**src/rtl/sfs_pkg.sv**
```systemverilog
// ----------------------------------------------------------------------------
// Sprite frame sequencer package
// Item types, field widths, command codes, register indexes and reset values
// shared by the sequencer files.
// ----------------------------------------------------------------------------
package sfs_pkg;

   // Field widths
   localparam int SEQ_IDX_W = 4;
   localparam int SEQ_COUNT = 2 ** SEQ_IDX_W;
   localparam int FRAME_W   = 12;
   localparam int TIME_W    = 24;
   localparam int COORD_W   = 24;
   localparam int COLS_W    = 9;
   localparam int PIX_W     = 10;
   localparam int OFS_W     = 13;
   localparam int CMD_W     = 2;
   localparam int CSR_IDX_W = 3;
   localparam int CSR_DAT_W = 24;

   // Command codes
   localparam logic [CMD_W-1:0] CMD_UPDATE = 2'd0;
   localparam logic [CMD_W-1:0] CMD_PLAY   = 2'd1;
   localparam logic [CMD_W-1:0] CMD_DEFINE = 2'd2;

   // Register indexes
   localparam logic [CSR_IDX_W-1:0] REG_FRAME_PERIOD  = 3'd0;
   localparam logic [CSR_IDX_W-1:0] REG_SHEET_COLUMNS = 3'd1;
   localparam logic [CSR_IDX_W-1:0] REG_FRAME_WIDTH   = 3'd2;
   localparam logic [CSR_IDX_W-1:0] REG_FRAME_HEIGHT  = 3'd3;
   localparam logic [CSR_IDX_W-1:0] REG_X_OFFSET      = 3'd4;
   localparam logic [CSR_IDX_W-1:0] REG_Y_OFFSET      = 3'd5;

   // Register reset values
   localparam logic [TIME_W-1:0] RST_FRAME_PERIOD  = 24'd1000;
   localparam logic [COLS_W-1:0] RST_SHEET_COLUMNS = 9'd1;
   localparam logic [PIX_W-1:0]  RST_FRAME_WIDTH   = 10'd16;
   localparam logic [PIX_W-1:0]  RST_FRAME_HEIGHT  = 10'd16;

   typedef struct packed {
      logic [CMD_W-1:0]     cmd;
      logic [TIME_W-1:0]    delta_ticks;
      logic [SEQ_IDX_W-1:0] seq_index;
      logic [FRAME_W-1:0]   first_frame;
      logic [FRAME_W-1:0]   last_frame;
   } req_item_type;

   typedef struct packed {
      logic                      playing;
      logic [FRAME_W-1:0]        current_frame;
      logic signed [COORD_W-1:0] source_x;
      logic signed [COORD_W-1:0] source_y;
      logic                      frame_changed;
      logic                      error;
   } rsp_item_type;

endpackage

```
**src/rtl/sprite_frame_sequencer.sv**
```systemverilog
// ----------------------------------------------------------------------------
// Sprite frame sequencer
// Sprite-sheet animation stepper run by a microcoded sequencer: a small
// control store drives a shared restoring divider, the frame and timer
// registers and the coordinate multipliers.
// ----------------------------------------------------------------------------
//  Channel   Direction  Handshake            Carries
//  req_      in         valid / stall        one command item
//  rsp_      out        valid / stall        one result item per command
//  csr_      in         valid / ready        register index and write data
//
//  A crossing update runs the shared divider over the ticks, again over the
//  sequence length when the frame wraps rather than steps, and then over the
//  columns, as a play does; define and an idle update never start it, and
//  a non-crossing update does not wait for it. One item at a time.
//  Reset idles the sequencer, clears the valid marks, sets the registers to
//  their reset values and stalls req_. A waiting result holds only the next
//  item's result, not its acceptance.
module sprite_frame_sequencer
   import sfs_pkg::*;
(
   input  logic                 clock,
   input  logic                 reset,
   input  logic                 req_valid,
   output logic                 req_stall,
   input  req_item_type         req_item,
   output logic                 rsp_valid,
   input  logic                 rsp_stall,
   output rsp_item_type         rsp_item,
   input  logic                 csr_valid,
   output logic                 csr_ready,
   input  logic [CSR_IDX_W-1:0] csr_index,
   input  logic [CSR_DAT_W-1:0] csr_wdata
);

   // Control store layout
   localparam int UPC_W  = 5;
   localparam int OP_W   = 4;
   localparam int COND_W = 4;
   localparam int CNT_W  = 5;
   localparam int PX_W   = COLS_W + PIX_W;
   localparam int PY_W   = FRAME_W + PIX_W;
   localparam int LEN_W  = FRAME_W + 1;

   localparam logic [CNT_W-1:0] DIV_STEPS = CNT_W'(TIME_W);
   localparam logic [CNT_W-1:0] COL_STEPS = CNT_W'(FRAME_W);

   // Datapath operations
   localparam logic [OP_W-1:0] OP_NOP         = 4'd0;
   localparam logic [OP_W-1:0] OP_EMIT        = 4'd1;
   localparam logic [OP_W-1:0] OP_DIV_TIME    = 4'd2;
   localparam logic [OP_W-1:0] OP_TIME_SUB    = 4'd3;
   localparam logic [OP_W-1:0] OP_TIME_RELOAD = 4'd4;
   localparam logic [OP_W-1:0] OP_DIV_WRAP    = 4'd5;
   localparam logic [OP_W-1:0] OP_FRAME_WRAP  = 4'd6;
   localparam logic [OP_W-1:0] OP_FRAME_STEP  = 4'd7;
   localparam logic [OP_W-1:0] OP_PLAY_LOAD   = 4'd8;
   localparam logic [OP_W-1:0] OP_DEFINE      = 4'd9;
   localparam logic [OP_W-1:0] OP_COORD_START = 4'd10;
   localparam logic [OP_W-1:0] OP_MUL         = 4'd11;
   localparam logic [OP_W-1:0] OP_COORD       = 4'd12;

   // Jump conditions: jump to target when true, else advance
   localparam logic [COND_W-1:0] C_NEVER     = 4'd0;
   localparam logic [COND_W-1:0] C_ALWAYS    = 4'd1;
   localparam logic [COND_W-1:0] C_SLOT_BUSY = 4'd2;
   localparam logic [COND_W-1:0] C_NO_REQ    = 4'd3;
   localparam logic [COND_W-1:0] C_CMD_PLAY  = 4'd4;
   localparam logic [COND_W-1:0] C_CMD_DEF   = 4'd5;
   localparam logic [COND_W-1:0] C_NO_UPDATE = 4'd6;
   localparam logic [COND_W-1:0] C_NO_CROSS  = 4'd7;
   localparam logic [COND_W-1:0] C_DIV_BUSY  = 4'd8;
   localparam logic [COND_W-1:0] C_STEP      = 4'd9;
   localparam logic [COND_W-1:0] C_PLAY_SKIP = 4'd10;

   // Program addresses
   localparam logic [UPC_W-1:0] S_FINISH    = 5'd0;
   localparam logic [UPC_W-1:0] S_IDLE      = 5'd1;
   localparam logic [UPC_W-1:0] S_DISPATCH  = 5'd2;
   localparam logic [UPC_W-1:0] S_DISP_DEF  = 5'd3;
   localparam logic [UPC_W-1:0] S_DISP_UPD  = 5'd4;
   localparam logic [UPC_W-1:0] S_UPD_START = 5'd5;
   localparam logic [UPC_W-1:0] S_UPD_WAIT  = 5'd6;
   localparam logic [UPC_W-1:0] S_UPD_LOAD  = 5'd7;
   localparam logic [UPC_W-1:0] S_WRAP_DIV  = 5'd8;
   localparam logic [UPC_W-1:0] S_WRAP_WAIT = 5'd9;
   localparam logic [UPC_W-1:0] S_WRAP_SET  = 5'd10;
   localparam logic [UPC_W-1:0] S_STEP_SET  = 5'd11;
   localparam logic [UPC_W-1:0] S_NO_CROSS  = 5'd12;
   localparam logic [UPC_W-1:0] S_PLAY_CHK  = 5'd13;
   localparam logic [UPC_W-1:0] S_PLAY_LOAD = 5'd14;
   localparam logic [UPC_W-1:0] S_COORD     = 5'd15;
   localparam logic [UPC_W-1:0] S_COORD_WT  = 5'd16;
   localparam logic [UPC_W-1:0] S_COORD_MUL = 5'd17;
   localparam logic [UPC_W-1:0] S_COORD_SUM = 5'd18;
   localparam logic [UPC_W-1:0] S_DEFINE    = 5'd19;

   typedef struct packed {
      logic [OP_W-1:0]   op;
      logic [COND_W-1:0] cond;
      logic [UPC_W-1:0]  target;
   } ctrl_word_type;

   // Control store
   function automatic ctrl_word_type ucode(input logic [UPC_W-1:0] addr);
      ctrl_word_type w;
      begin
         case (addr)
            S_FINISH:    w = '{OP_EMIT,        C_SLOT_BUSY, S_FINISH};
            S_IDLE:      w = '{OP_NOP,         C_NO_REQ,    S_IDLE};
            S_DISPATCH:  w = '{OP_NOP,         C_CMD_PLAY,  S_PLAY_CHK};
            S_DISP_DEF:  w = '{OP_NOP,         C_CMD_DEF,   S_DEFINE};
            S_DISP_UPD:  w = '{OP_NOP,         C_NO_UPDATE, S_FINISH};
            S_UPD_START: w = '{OP_DIV_TIME,    C_NO_CROSS,  S_NO_CROSS};
            S_UPD_WAIT:  w = '{OP_NOP,         C_DIV_BUSY,  S_UPD_WAIT};
            S_UPD_LOAD:  w = '{OP_TIME_RELOAD, C_STEP,      S_STEP_SET};
            S_WRAP_DIV:  w = '{OP_DIV_WRAP,    C_NEVER,     S_FINISH};
            S_WRAP_WAIT: w = '{OP_NOP,         C_DIV_BUSY,  S_WRAP_WAIT};
            S_WRAP_SET:  w = '{OP_FRAME_WRAP,  C_ALWAYS,    S_COORD};
            S_STEP_SET:  w = '{OP_FRAME_STEP,  C_ALWAYS,    S_COORD};
            S_NO_CROSS:  w = '{OP_TIME_SUB,    C_ALWAYS,    S_FINISH};
            S_PLAY_CHK:  w = '{OP_NOP,         C_PLAY_SKIP, S_FINISH};
            S_PLAY_LOAD: w = '{OP_PLAY_LOAD,   C_NEVER,     S_FINISH};
            S_COORD:     w = '{OP_COORD_START, C_NEVER,     S_FINISH};
            S_COORD_WT:  w = '{OP_NOP,         C_DIV_BUSY,  S_COORD_WT};
            S_COORD_MUL: w = '{OP_MUL,         C_NEVER,     S_FINISH};
            S_COORD_SUM: w = '{OP_COORD,       C_ALWAYS,    S_FINISH};
            S_DEFINE:    w = '{OP_DEFINE,      C_ALWAYS,    S_FINISH};
            default:     w = '{OP_NOP,         C_ALWAYS,    S_IDLE};
         endcase
         return w;
      end
   endfunction

   // Sequencer
   logic [UPC_W-1:0] upc_ff, upc_in;
   ctrl_word_type    ctrl;
   logic             cond_true;

   // Configuration registers
   logic [TIME_W-1:0] period_ff, period_in;
   logic [COLS_W-1:0] cols_ff, cols_in;
   logic [PIX_W-1:0]  fwidth_ff, fwidth_in;
   logic [PIX_W-1:0]  fheight_ff, fheight_in;
   logic [OFS_W-1:0]  xoff_ff, xoff_in;
   logic [OFS_W-1:0]  yoff_ff, yoff_in;

   // Item and animation state
   req_item_type         item_ff, item_in;
   logic                 playing_ff, playing_in;
   logic [FRAME_W-1:0]   frame_ff, frame_in;
   logic [SEQ_IDX_W-1:0] active_ff, active_in;
   logic [TIME_W-1:0]    time_left_ff, time_left_in;
   logic [COORD_W-1:0]   src_x_ff, src_x_in;
   logic [COORD_W-1:0]   src_y_ff, src_y_in;
   logic [SEQ_COUNT-1:0] valid_ff, valid_in;
   logic                 changed_ff, changed_in;
   logic                 error_ff, error_in;
   logic [PX_W-1:0]      prod_x_ff, prod_x_in;
   logic [PY_W-1:0]      prod_y_ff, prod_y_in;

   // Divider
   logic [TIME_W-1:0] div_rem_ff, div_rem_in;
   logic [TIME_W-1:0] div_quo_ff, div_quo_in;
   logic [TIME_W-1:0] div_dvs_ff, div_dvs_in;
   logic [CNT_W-1:0]  div_cnt_ff, div_cnt_in;
   logic              div_busy_ff, div_busy_in;
   logic [TIME_W:0]   div_shift;
   logic [TIME_W:0]   div_diff;
   logic              div_fit;

   // Output register
   logic         rsp_valid_ff, rsp_valid_in;
   rsp_item_type rsp_item_ff, rsp_item_in;

   // Sequence store
   logic                   seq_wr_en;
   logic [SEQ_IDX_W-1:0]   seq_rd_addr;
   logic [2*FRAME_W-1:0]   seq_rd_data;
   logic [FRAME_W-1:0]     seq_first;
   logic [FRAME_W-1:0]     seq_last;

   // Derived values
   logic              req_accept;
   logic              slot_busy;
   logic [TIME_W-1:0] period_eff;
   logic [COLS_W-1:0] cols_eff;
   logic [FRAME_W-1:0] to_last;
   logic [LEN_W-1:0]  seq_len;
   logic              crossing;
   logic              bad_define;

   assign ctrl       = ucode(upc_ff);
   assign req_stall  = reset || (upc_ff != S_IDLE);
   assign req_accept = req_valid && !req_stall;
   assign slot_busy  = rsp_valid_ff && rsp_stall;
   assign csr_ready  = 1'b1;
   assign rsp_valid  = rsp_valid_ff;
   assign rsp_item   = rsp_item_ff;

   assign period_eff = (period_ff == '0) ? TIME_W'(1) : period_ff;
   assign cols_eff   = (cols_ff == '0) ? COLS_W'(1) : cols_ff;
   assign seq_first  = seq_rd_data[2*FRAME_W-1:FRAME_W];
   assign seq_last   = seq_rd_data[FRAME_W-1:0];
   assign to_last    = seq_last - frame_ff;
   assign seq_len    = LEN_W'(seq_last) - LEN_W'(seq_first) + LEN_W'(1);
   assign crossing   = item_ff.delta_ticks > time_left_ff;
   assign bad_define = item_ff.first_frame > item_ff.last_frame;

   // Read the entry being played, or the play target while a play runs
   assign seq_rd_addr = (item_ff.cmd == CMD_PLAY) ? item_ff.seq_index : active_ff;
   assign seq_wr_en   = (ctrl.op == OP_DEFINE) && !bad_define;

   sfs_ram #(
      .WIDTH (2 * FRAME_W),
      .DEPTH (SEQ_COUNT)
   ) u_seq_ram (
      .clock   (clock),
      .wr_en   (seq_wr_en),
      .wr_addr (item_ff.seq_index),
      .wr_data ({item_ff.first_frame, item_ff.last_frame}),
      .rd_addr (seq_rd_addr),
      .rd_data (seq_rd_data)
   );

   // Evaluate the jump condition and pick the next step
   always_comb begin
      case (ctrl.cond)
         C_NEVER:     cond_true = 1'b0;
         C_ALWAYS:    cond_true = 1'b1;
         C_SLOT_BUSY: cond_true = slot_busy;
         C_NO_REQ:    cond_true = !req_accept;
         C_CMD_PLAY:  cond_true = (item_ff.cmd == CMD_PLAY);
         C_CMD_DEF:   cond_true = (item_ff.cmd == CMD_DEFINE);
         C_NO_UPDATE: cond_true = (item_ff.cmd != CMD_UPDATE) || !playing_ff ||
                                  !valid_ff[active_ff];
         C_NO_CROSS:  cond_true = !crossing;
         C_DIV_BUSY:  cond_true = div_busy_ff;
         C_STEP:      cond_true = div_quo_ff < TIME_W'(to_last);
         C_PLAY_SKIP: cond_true = !valid_ff[item_ff.seq_index] ||
                                  (playing_ff && (active_ff == item_ff.seq_index));
         default:     cond_true = 1'b0;
      endcase
      upc_in = cond_true ? ctrl.target : upc_ff + UPC_W'(1);
   end

   // Take register writes
   always_comb begin
      period_in  = period_ff;
      cols_in    = cols_ff;
      fwidth_in  = fwidth_ff;
      fheight_in = fheight_ff;
      xoff_in    = xoff_ff;
      yoff_in    = yoff_ff;
      if (csr_valid && csr_ready) begin
         case (csr_index)
            REG_FRAME_PERIOD:  period_in  = csr_wdata[TIME_W-1:0];
            REG_SHEET_COLUMNS: cols_in    = csr_wdata[COLS_W-1:0];
            REG_FRAME_WIDTH:   fwidth_in  = csr_wdata[PIX_W-1:0];
            REG_FRAME_HEIGHT:  fheight_in = csr_wdata[PIX_W-1:0];
            REG_X_OFFSET:      xoff_in    = csr_wdata[OFS_W-1:0];
            REG_Y_OFFSET:      yoff_in    = csr_wdata[OFS_W-1:0];
            default: ;
         endcase
      end
   end

   // Divider: one quotient bit a cycle, restarted by the start operations
   assign div_shift = {div_rem_ff, div_quo_ff[TIME_W-1]};
   assign div_diff  = div_shift - {1'b0, div_dvs_ff};
   assign div_fit   = !div_diff[TIME_W];

   always_comb begin
      div_rem_in  = div_rem_ff;
      div_quo_in  = div_quo_ff;
      div_dvs_in  = div_dvs_ff;
      div_cnt_in  = div_cnt_ff;
      div_busy_in = div_busy_ff;
      if (div_busy_ff) begin
         div_rem_in  = div_fit ? div_diff[TIME_W-1:0] : div_shift[TIME_W-1:0];
         div_quo_in  = {div_quo_ff[TIME_W-2:0], div_fit};
         div_cnt_in  = div_cnt_ff - CNT_W'(1);
         div_busy_in = (div_cnt_ff != CNT_W'(1));
      end
      case (ctrl.op)
         OP_DIV_TIME: begin
            // ticks beyond the current frame, less one, over the period
            div_quo_in  = item_ff.delta_ticks - time_left_ff - TIME_W'(1);
            div_dvs_in  = period_eff;
            div_cnt_in  = DIV_STEPS;
            div_rem_in  = '0;
            div_busy_in = 1'b1;
         end
         OP_DIV_WRAP: begin
            // frames past the last one, less one, modulo the sequence length
            div_quo_in  = div_quo_ff - TIME_W'(to_last);
            div_dvs_in  = TIME_W'(seq_len);
            div_cnt_in  = DIV_STEPS;
            div_rem_in  = '0;
            div_busy_in = 1'b1;
         end
         OP_COORD_START: begin
            // frame over columns; the frame sits in the top bits
            div_quo_in  = {frame_ff, {(TIME_W-FRAME_W){1'b0}}};
            div_dvs_in  = TIME_W'(cols_eff);
            div_cnt_in  = COL_STEPS;
            div_rem_in  = '0;
            div_busy_in = 1'b1;
         end
         default: ;
      endcase
   end

   // Animation datapath
   always_comb begin
      item_in      = item_ff;
      playing_in   = playing_ff;
      frame_in     = frame_ff;
      active_in    = active_ff;
      time_left_in = time_left_ff;
      src_x_in     = src_x_ff;
      src_y_in     = src_y_ff;
      valid_in     = valid_ff;
      changed_in   = changed_ff;
      error_in     = error_ff;
      prod_x_in    = prod_x_ff;
      prod_y_in    = prod_y_ff;
      rsp_valid_in = rsp_valid_ff && rsp_stall;
      rsp_item_in  = rsp_item_ff;

      if (req_accept) begin
         item_in    = req_item;
         changed_in = 1'b0;
         error_in   = 1'b0;
      end

      case (ctrl.op)
         OP_EMIT: begin
            if (!slot_busy) begin
               rsp_valid_in                = 1'b1;
               rsp_item_in.playing         = playing_ff;
               rsp_item_in.current_frame   = playing_ff ? frame_ff : '0;
               rsp_item_in.source_x        = src_x_ff;
               rsp_item_in.source_y        = src_y_ff;
               rsp_item_in.frame_changed   = changed_ff;
               rsp_item_in.error           = error_ff;
            end
         end
         OP_TIME_SUB: begin
            time_left_in = time_left_ff - item_ff.delta_ticks;
         end
         OP_TIME_RELOAD: begin
            time_left_in = period_eff - div_rem_ff - TIME_W'(1);
         end
         OP_FRAME_WRAP: begin
            frame_in = seq_first + div_rem_ff[FRAME_W-1:0];
         end
         OP_FRAME_STEP: begin
            frame_in = frame_ff + div_quo_ff[FRAME_W-1:0] + FRAME_W'(1);
         end
         OP_PLAY_LOAD: begin
            frame_in     = seq_first;
            active_in    = item_ff.seq_index;
            playing_in   = 1'b1;
            time_left_in = period_eff;
         end
         OP_DEFINE: begin
            if (bad_define) begin
               error_in = 1'b1;
            end else begin
               valid_in[item_ff.seq_index] = 1'b1;
            end
         end
         OP_COORD_START: begin
            changed_in = 1'b1;
         end
         OP_MUL: begin
            prod_x_in = div_rem_ff[COLS_W-1:0] * fwidth_ff;
            prod_y_in = div_quo_ff[FRAME_W-1:0] * fheight_ff;
         end
         OP_COORD: begin
            src_x_in = COORD_W'(prod_x_ff) + {{(COORD_W-OFS_W){xoff_ff[OFS_W-1]}}, xoff_ff};
            src_y_in = COORD_W'(prod_y_ff) + {{(COORD_W-OFS_W){yoff_ff[OFS_W-1]}}, yoff_ff};
         end
         default: ;
      endcase
   end

   // Control and state registers
   always_ff @(posedge clock) begin
      if (reset) begin
         upc_ff       <= S_IDLE;
         period_ff    <= RST_FRAME_PERIOD;
         cols_ff      <= RST_SHEET_COLUMNS;
         fwidth_ff    <= RST_FRAME_WIDTH;
         fheight_ff   <= RST_FRAME_HEIGHT;
         xoff_ff      <= '0;
         yoff_ff      <= '0;
         playing_ff   <= 1'b0;
         frame_ff     <= '0;
         active_ff    <= '0;
         time_left_ff <= RST_FRAME_PERIOD;
         src_x_ff     <= '0;
         src_y_ff     <= '0;
         valid_ff     <= '0;
         changed_ff   <= 1'b0;
         error_ff     <= 1'b0;
         div_cnt_ff   <= '0;
         div_busy_ff  <= 1'b0;
         rsp_valid_ff <= 1'b0;
      end else begin
         upc_ff       <= upc_in;
         period_ff    <= period_in;
         cols_ff      <= cols_in;
         fwidth_ff    <= fwidth_in;
         fheight_ff   <= fheight_in;
         xoff_ff      <= xoff_in;
         yoff_ff      <= yoff_in;
         playing_ff   <= playing_in;
         frame_ff     <= frame_in;
         active_ff    <= active_in;
         time_left_ff <= time_left_in;
         src_x_ff     <= src_x_in;
         src_y_ff     <= src_y_in;
         valid_ff     <= valid_in;
         changed_ff   <= changed_in;
         error_ff     <= error_in;
         div_cnt_ff   <= div_cnt_in;
         div_busy_ff  <= div_busy_in;
         rsp_valid_ff <= rsp_valid_in;
      end
   end

   // Payload registers
   always_ff @(posedge clock) begin
      item_ff     <= item_in;
      div_rem_ff  <= div_rem_in;
      div_quo_ff  <= div_quo_in;
      div_dvs_ff  <= div_dvs_in;
      prod_x_ff   <= prod_x_in;
      prod_y_ff   <= prod_y_in;
      rsp_item_ff <= rsp_item_in;
   end

   // A wrapped frame lands inside its sequence
   a_wrap_in_seq: assert property (@(posedge clock) disable iff (reset)
      $past(ctrl.op == OP_FRAME_WRAP) |-> (frame_ff >= seq_first) && (frame_ff <= seq_last))
      else $error("wrapped frame outside its sequence");

   // A reloaded timer stays below the period
   a_reload_range: assert property (@(posedge clock) disable iff (reset)
      $past(ctrl.op == OP_TIME_RELOAD) |-> time_left_ff < period_eff)
      else $error("frame timer reloaded at or above the period");

   // The divider finishes with a remainder below its divisor
   a_div_rem: assert property (@(posedge clock) disable iff (reset)
      $fell(div_busy_ff) |-> div_rem_ff < div_dvs_ff)
      else $error("divider remainder not below divisor");

   // Play, once started, never stops
   a_playing_holds: assert property (@(posedge clock) disable iff (reset)
      playing_ff |=> playing_ff)
      else $error("playing flag dropped");

endmodule

```
**src/rtl/sfs_ram.sv**
```systemverilog
// ----------------------------------------------------------------------------
// Generic single-port-write RAM
// One write port and one read port, read data registered.
// ----------------------------------------------------------------------------
module sfs_ram #(
   parameter int WIDTH = 8,
   parameter int DEPTH = 16
) (
   input  logic                     clock,
   input  logic                     wr_en,
   input  logic [$clog2(DEPTH)-1:0] wr_addr,
   input  logic [WIDTH-1:0]         wr_data,
   input  logic [$clog2(DEPTH)-1:0] rd_addr,
   output logic [WIDTH-1:0]         rd_data
);

   logic [WIDTH-1:0] mem_ff [DEPTH];
   logic [WIDTH-1:0] rd_data_ff;

   // Write, and register the read word
   always_ff @(posedge clock) begin
      if (wr_en) begin
         mem_ff[wr_addr] <= wr_data;
      end
      rd_data_ff <= mem_ff[rd_addr];
   end

   assign rd_data = rd_data_ff;

endmodule

```
**config.mk**
```make
export PLATFORM = sky130hd
export DESIGN_NAME = sprite_frame_sequencer
export DESIGN_NICKNAME = d
export VERILOG_FILES = /design/src/rtl/sfs_pkg.sv /design/src/rtl/sprite_frame_sequencer.sv /design/src/rtl/sfs_ram.sv
export SDC_FILE = /design/constraint.sdc
export NUM_CORES = 2
export LEC_CHECK = 0
export BUFFER_PORTS_ARGS = -buffer_cell sky130_fd_sc_hd__clkbuf_2
export CAP_MARGIN = 20
export CORE_MARGIN = 1.5
export CORE_UTILIZATION = 63
export CTS_BUF_LIST = sky130_fd_sc_hd__clkbuf_8 sky130_fd_sc_hd__clkbuf_16
export DETAILED_ROUTE_END_ITERATION = 8
export PLACE_DENSITY = 0.81
export SLEW_MARGIN = 5
export SYNTH_ARGS = -nofsm -noshare
export SYNTH_HDL_FRONTEND = slang
export SYNTH_SLANG_ARGS = --single-unit
```
**constraint.sdc**
```tcl
create_clock -name clock -period 6.65 [get_ports clock]
set_input_delay 0.3325 -clock clock [delete_from_list [all_inputs] [get_ports clock]]
set_output_delay 0.3325 -clock clock [all_outputs]
set_load 0.01 [all_outputs]
```
==> summary.txt <==
Clock tree
  • CTS tree: done
  • Max clock buf depth: 3
  • Clock tree sinks: 843
  • Clock-pin slew on the worst setup and hold paths: 0.06 ns
  • H-tree Lvls: 3
  • Clock latency on the worst-skew pair: about 0.67 ns
  • Root Buffer: clkbuf_16
  • CTS Buf Count: between 80 and 90

Setup path
  • Data arrival, critical path: about 6.5 ns
  • FF-to-FF path depth: 26
  • R2r endpoint: ctrl[9]
  • Critical Path Sink: ctrl[9]
  • CP Launch Type: register
  • Worst R2R Setup Slack: about 0.70 ns
  • Kind of critical path: reg -> reg
  • Worst r2r src: frame_ff[1]
  • Req. time, crit path: roughly 7.3 ns
  • Crit path max fanout: 10
  • Critical path endpoint category: register
  • Worst Setup SP: frame_ff[1]

STA
  • Slew Limit Fails: 0
  • Slew HR: around a quarter
  • Achievable Freq: around 170 MHz
  • Tmin final: between 5 and 6 ns
  • Final setup fails: 0
  • Hold slack: about 0.042 ns
  • Setup TNS Final: 0 ns
  • RSZ-0062 raised after global routing: no
  • Final Cycle Share: approximately nine tenths
  • Worst slew pin tran: between 1 and 1.5 ns
  • Clk_skew: 0.0361 ns
  • Fin. Hold Viols: 0

Yosys
  • Post-synth top flop: edfxtp_1
  • Seq cells post-synth: 843
  • Synth unique cells: slightly above 90
  • Synthesized cell area: ~48000 um2
  • Mapped Avg Cell Area: 11.0 um2
  • Synthesized instance count: between 4k and 5k
  • Post-synth ARST share: 0%
  • Syn_nets: 4894
  • Sequential area share after synthesis: 47.6%
  • EDFF count, synth: 587
  • Syn. warnings: 0

Placement
  • Port Buffers: 150
  • RD Place Congestion: 1.01
  • DPL Wire Length: 86.5 mm
  • Placement Cell Area: 49500 um2

Layout
  • Layout fillers: slightly above 5k
  • N_diodes: 0
  • Post-route cell area: 53200 um2
  • Nets: 5038
  • Commonest non-fill, non-tap cells in the layout: edfxtp_1, nand2_1, inv_1
  • Commonest non-fill, non-tap cell in the layout: edfxtp_1
  • Synth-to-Final Area Change: 11.2%
  • Share of cells above drive strength 1: 11.3%

Die
  • DIE WIDTH: between 200 and 300 um
  • Die Ht: roughly 280 um
  • Cell row count: 100
  • CORE AREA: 74800 um2
  • IO Count: roughly 150
  • Initial Util: about 64%
  • Die area: between 70000 and 80000 um2

Routing
  • Vias per cell: about 6.3
  • Initial drt markers: between 3k and 4k
  • WL/cell: 23.0 um
  • Drt pass-1 iters: 6
  • Routed vias: about 35k
  • Routed wire length: about 130 mm
  • DR DRC count: 0
  • Detail Route Antenna Nets: 0

Power and ir drop
  • Worst IR drop on VDD: approximately 310 uV
  • Power Density: approximately 370 nW/um2
  • LEAKAGE: 21.4 nW

GRT
  • Initial antenna violation count: 2
  • Number of global-route vias before repair: between 30k and 40k
  • Grt ovf: 0
  • First-pass GRT wire length: between 150 and 200 mm
  • Pin count of the biggest net entering global routing: 85
  • Overall routing resource usage: 33.0%

Hold path
  • HP Class: in -> reg

Flow run
  • Max Cap Viol: 0

Status
  • Status: completed
[per-stage QoR]
step | instances | setup WS, ns | util (%) | total power, mW
2_1_floorplan | 4338 | 1.36 | - | 12.2
3_3_place_gp | 5294 | 0.993 | 66.2 | 14.2
3_5_place_dp | 5294 | 0.821 | 66.2 | 14.3
4_1_cts | 5525 | 0.812 | 71.0 | 19.3
5_1_grt | 5526 | 0.263 | 71.1 | 20.4
6_report | 5526 | 0.704 | 71.1 | 19.4
[synthesized netlist by cell type (13+ instances only)]
cell | n | share of area (%)
o21bai_1 | 26 | 0.41
ha_1 | 325 | 8.5
o21ai_0 | 145 | 1.5
fa_1 | 145 | 6.1
dfxtp_1 | 256 | 11
nand4_1 | 20 | 0.26
edfxtp_1 | 587 | 37
a21boi_0 | 13 | 0.20
o211ai_1 | 13 | 0.20
xnor2_1 | 127 | 2.3
a31oi_1 | 48 | 0.63
a211oi_1 | 71 | 1.1
a22oi_1 | 18 | 0.28
nor3_1 | 68 | 0.71
nand2b_1 | 34 | 0.44
inv_1 | 350 | 2.7
mux4_2 | 103 | 4.9
xor2_1 | 70 | 1.3
nand3b_1 | 14 | 0.22
nor2_1 | 215 | 1.7
a21o_1 | 74 | 1.2
nor4_1 | 18 | 0.24
mux2i_1 | 23 | 0.48
nand2_1 | 538 | 4.2
o21a_1 | 25 | 0.39
a21oi_1 | 300 | 3.1
and2_1 | 128 | 1.7
nor2b_1 | 41 | 0.54
or3_1 | 22 | 0.29
a221oi_1 | 47 | 0.86
nand3_1 | 46 | 0.48
clkbuf_1 | 198 | 1.6
and3_1 | 26 | 0.34
[kinds of logic after synthesis]
family                   synth area share [%]
AO/OA/AOI/OAI                            12.2
XOR/XNOR                                 3.61
adder cells (fa/ha/maj)                  14.6
buffers and inverters                    4.60
flip-flops                               47.6
multiplexers                             5.48
other                                 0.00784
AND/OR/NAND/NOR                          11.9
[how the worst min path moves through the flow]
stage | to | cells after the start | slack (ns) | startpoint
after global placement | rsp_item[32] | 0 | 0.41 | src_x_ff[6]
after detailed placement | rsp_item[10] | 0 | 0.41 | src_y_ff[8]
after CTS | xoff_ff[12] | 3 | 0.005 | csr_wdata[12]
final | xoff_ff[12] | 3 | 0.04 | csr_wdata[12]
after floorplan | rsp_item[48] | 0 | 0.40 | src_x_ff[22]
after global routing | xoff_ff[11] | 3 | 0.04 | csr_wdata[11]
[layer usage]
layer  part of all wire [%]  vias to the layer above  GRT usage [%]
met3                    8.5                      379           5.40
met5                      0                        -              0
li1                       -                    15816              -
met1                     38                    16895           41.9
met4                    5.2                        0           16.7
met2                     48                     1712           55.1
[report_power, final]
group          internal (mW)  switching (mW)  leakage [nW]
Sequential              6.28           0.708          7.44
Clock                   2.82            2.15          1.51
Combinational           2.95            4.53          12.5
Total                   12.0            7.39          21.4
[worst max-delay path: stages (launching register included)]
cell,delay [ns]
dfxtp_1,0.41
inv_1,0.15
fa_1,0.49
a21o_1,0.20
a21oi_1,0.21
o21ai_0,0.11
a21oi_1,0.25
nor2b_1,0.08
o21a_1,0.18
o21ai_0,0.21
nand2b_1,0.08
a21oi_1,0.18
xor2_1,0.19
ha_1,0.30
a21o_1,0.19
a21oi_1,0.34
inv_1,0.15
nor4b_4,0.44
nor4_2,0.14
nand2_4,0.15
mux2i_1,0.12
nor2_1,0.39
inv_1,0.22
ha_1,0.34
nor3_1,0.20
a21oi_1,0.06
o22ai_1,0.13
[final cells by class]
cell class | instances | area (um2) | share of cell area [%]
clock buffers | 98 | 2360 | 4.44
clock inverters | 67 | 603 | 1.13
inverters | 353 | 1330 | 2.49
multi-input cells | 2920 | 23000 | 43.3
flip-flops and latches | 843 | 22800 | 42.8
well taps | 969 | 1210 | 2.28
repair buffers | 276 | 1900 | 3.57
[what timing repair did]
action	in CTS	in global routing
hold buffers	66	0
hold endpoints to repair	66	0
setup buffers	0	0
gates resized for setup	0	0
[registers in the layout, summed over array words and instances, names as in the netlist, 16 cells and up]
| register | flops |
|---|---|
| div_rem_ff | 24 |
| u_seq_ram.rd_data | 24 |
| src_x_ff | 21 |
| src_y_ff | 24 |
| rsp_item | 60 |
| prod_x_ff | 19 |
| prod_y_ff | 22 |
| period_ff | 24 |
| item_ff | 54 |
| div_dvs_ff | 24 |
| valid_ff | 16 |
| u_seq_ram.mem_ff | 384 |
| time_left_ff | 24 |
| div_quo_ff | 24 |
Power figures use the tool's default switching activity.
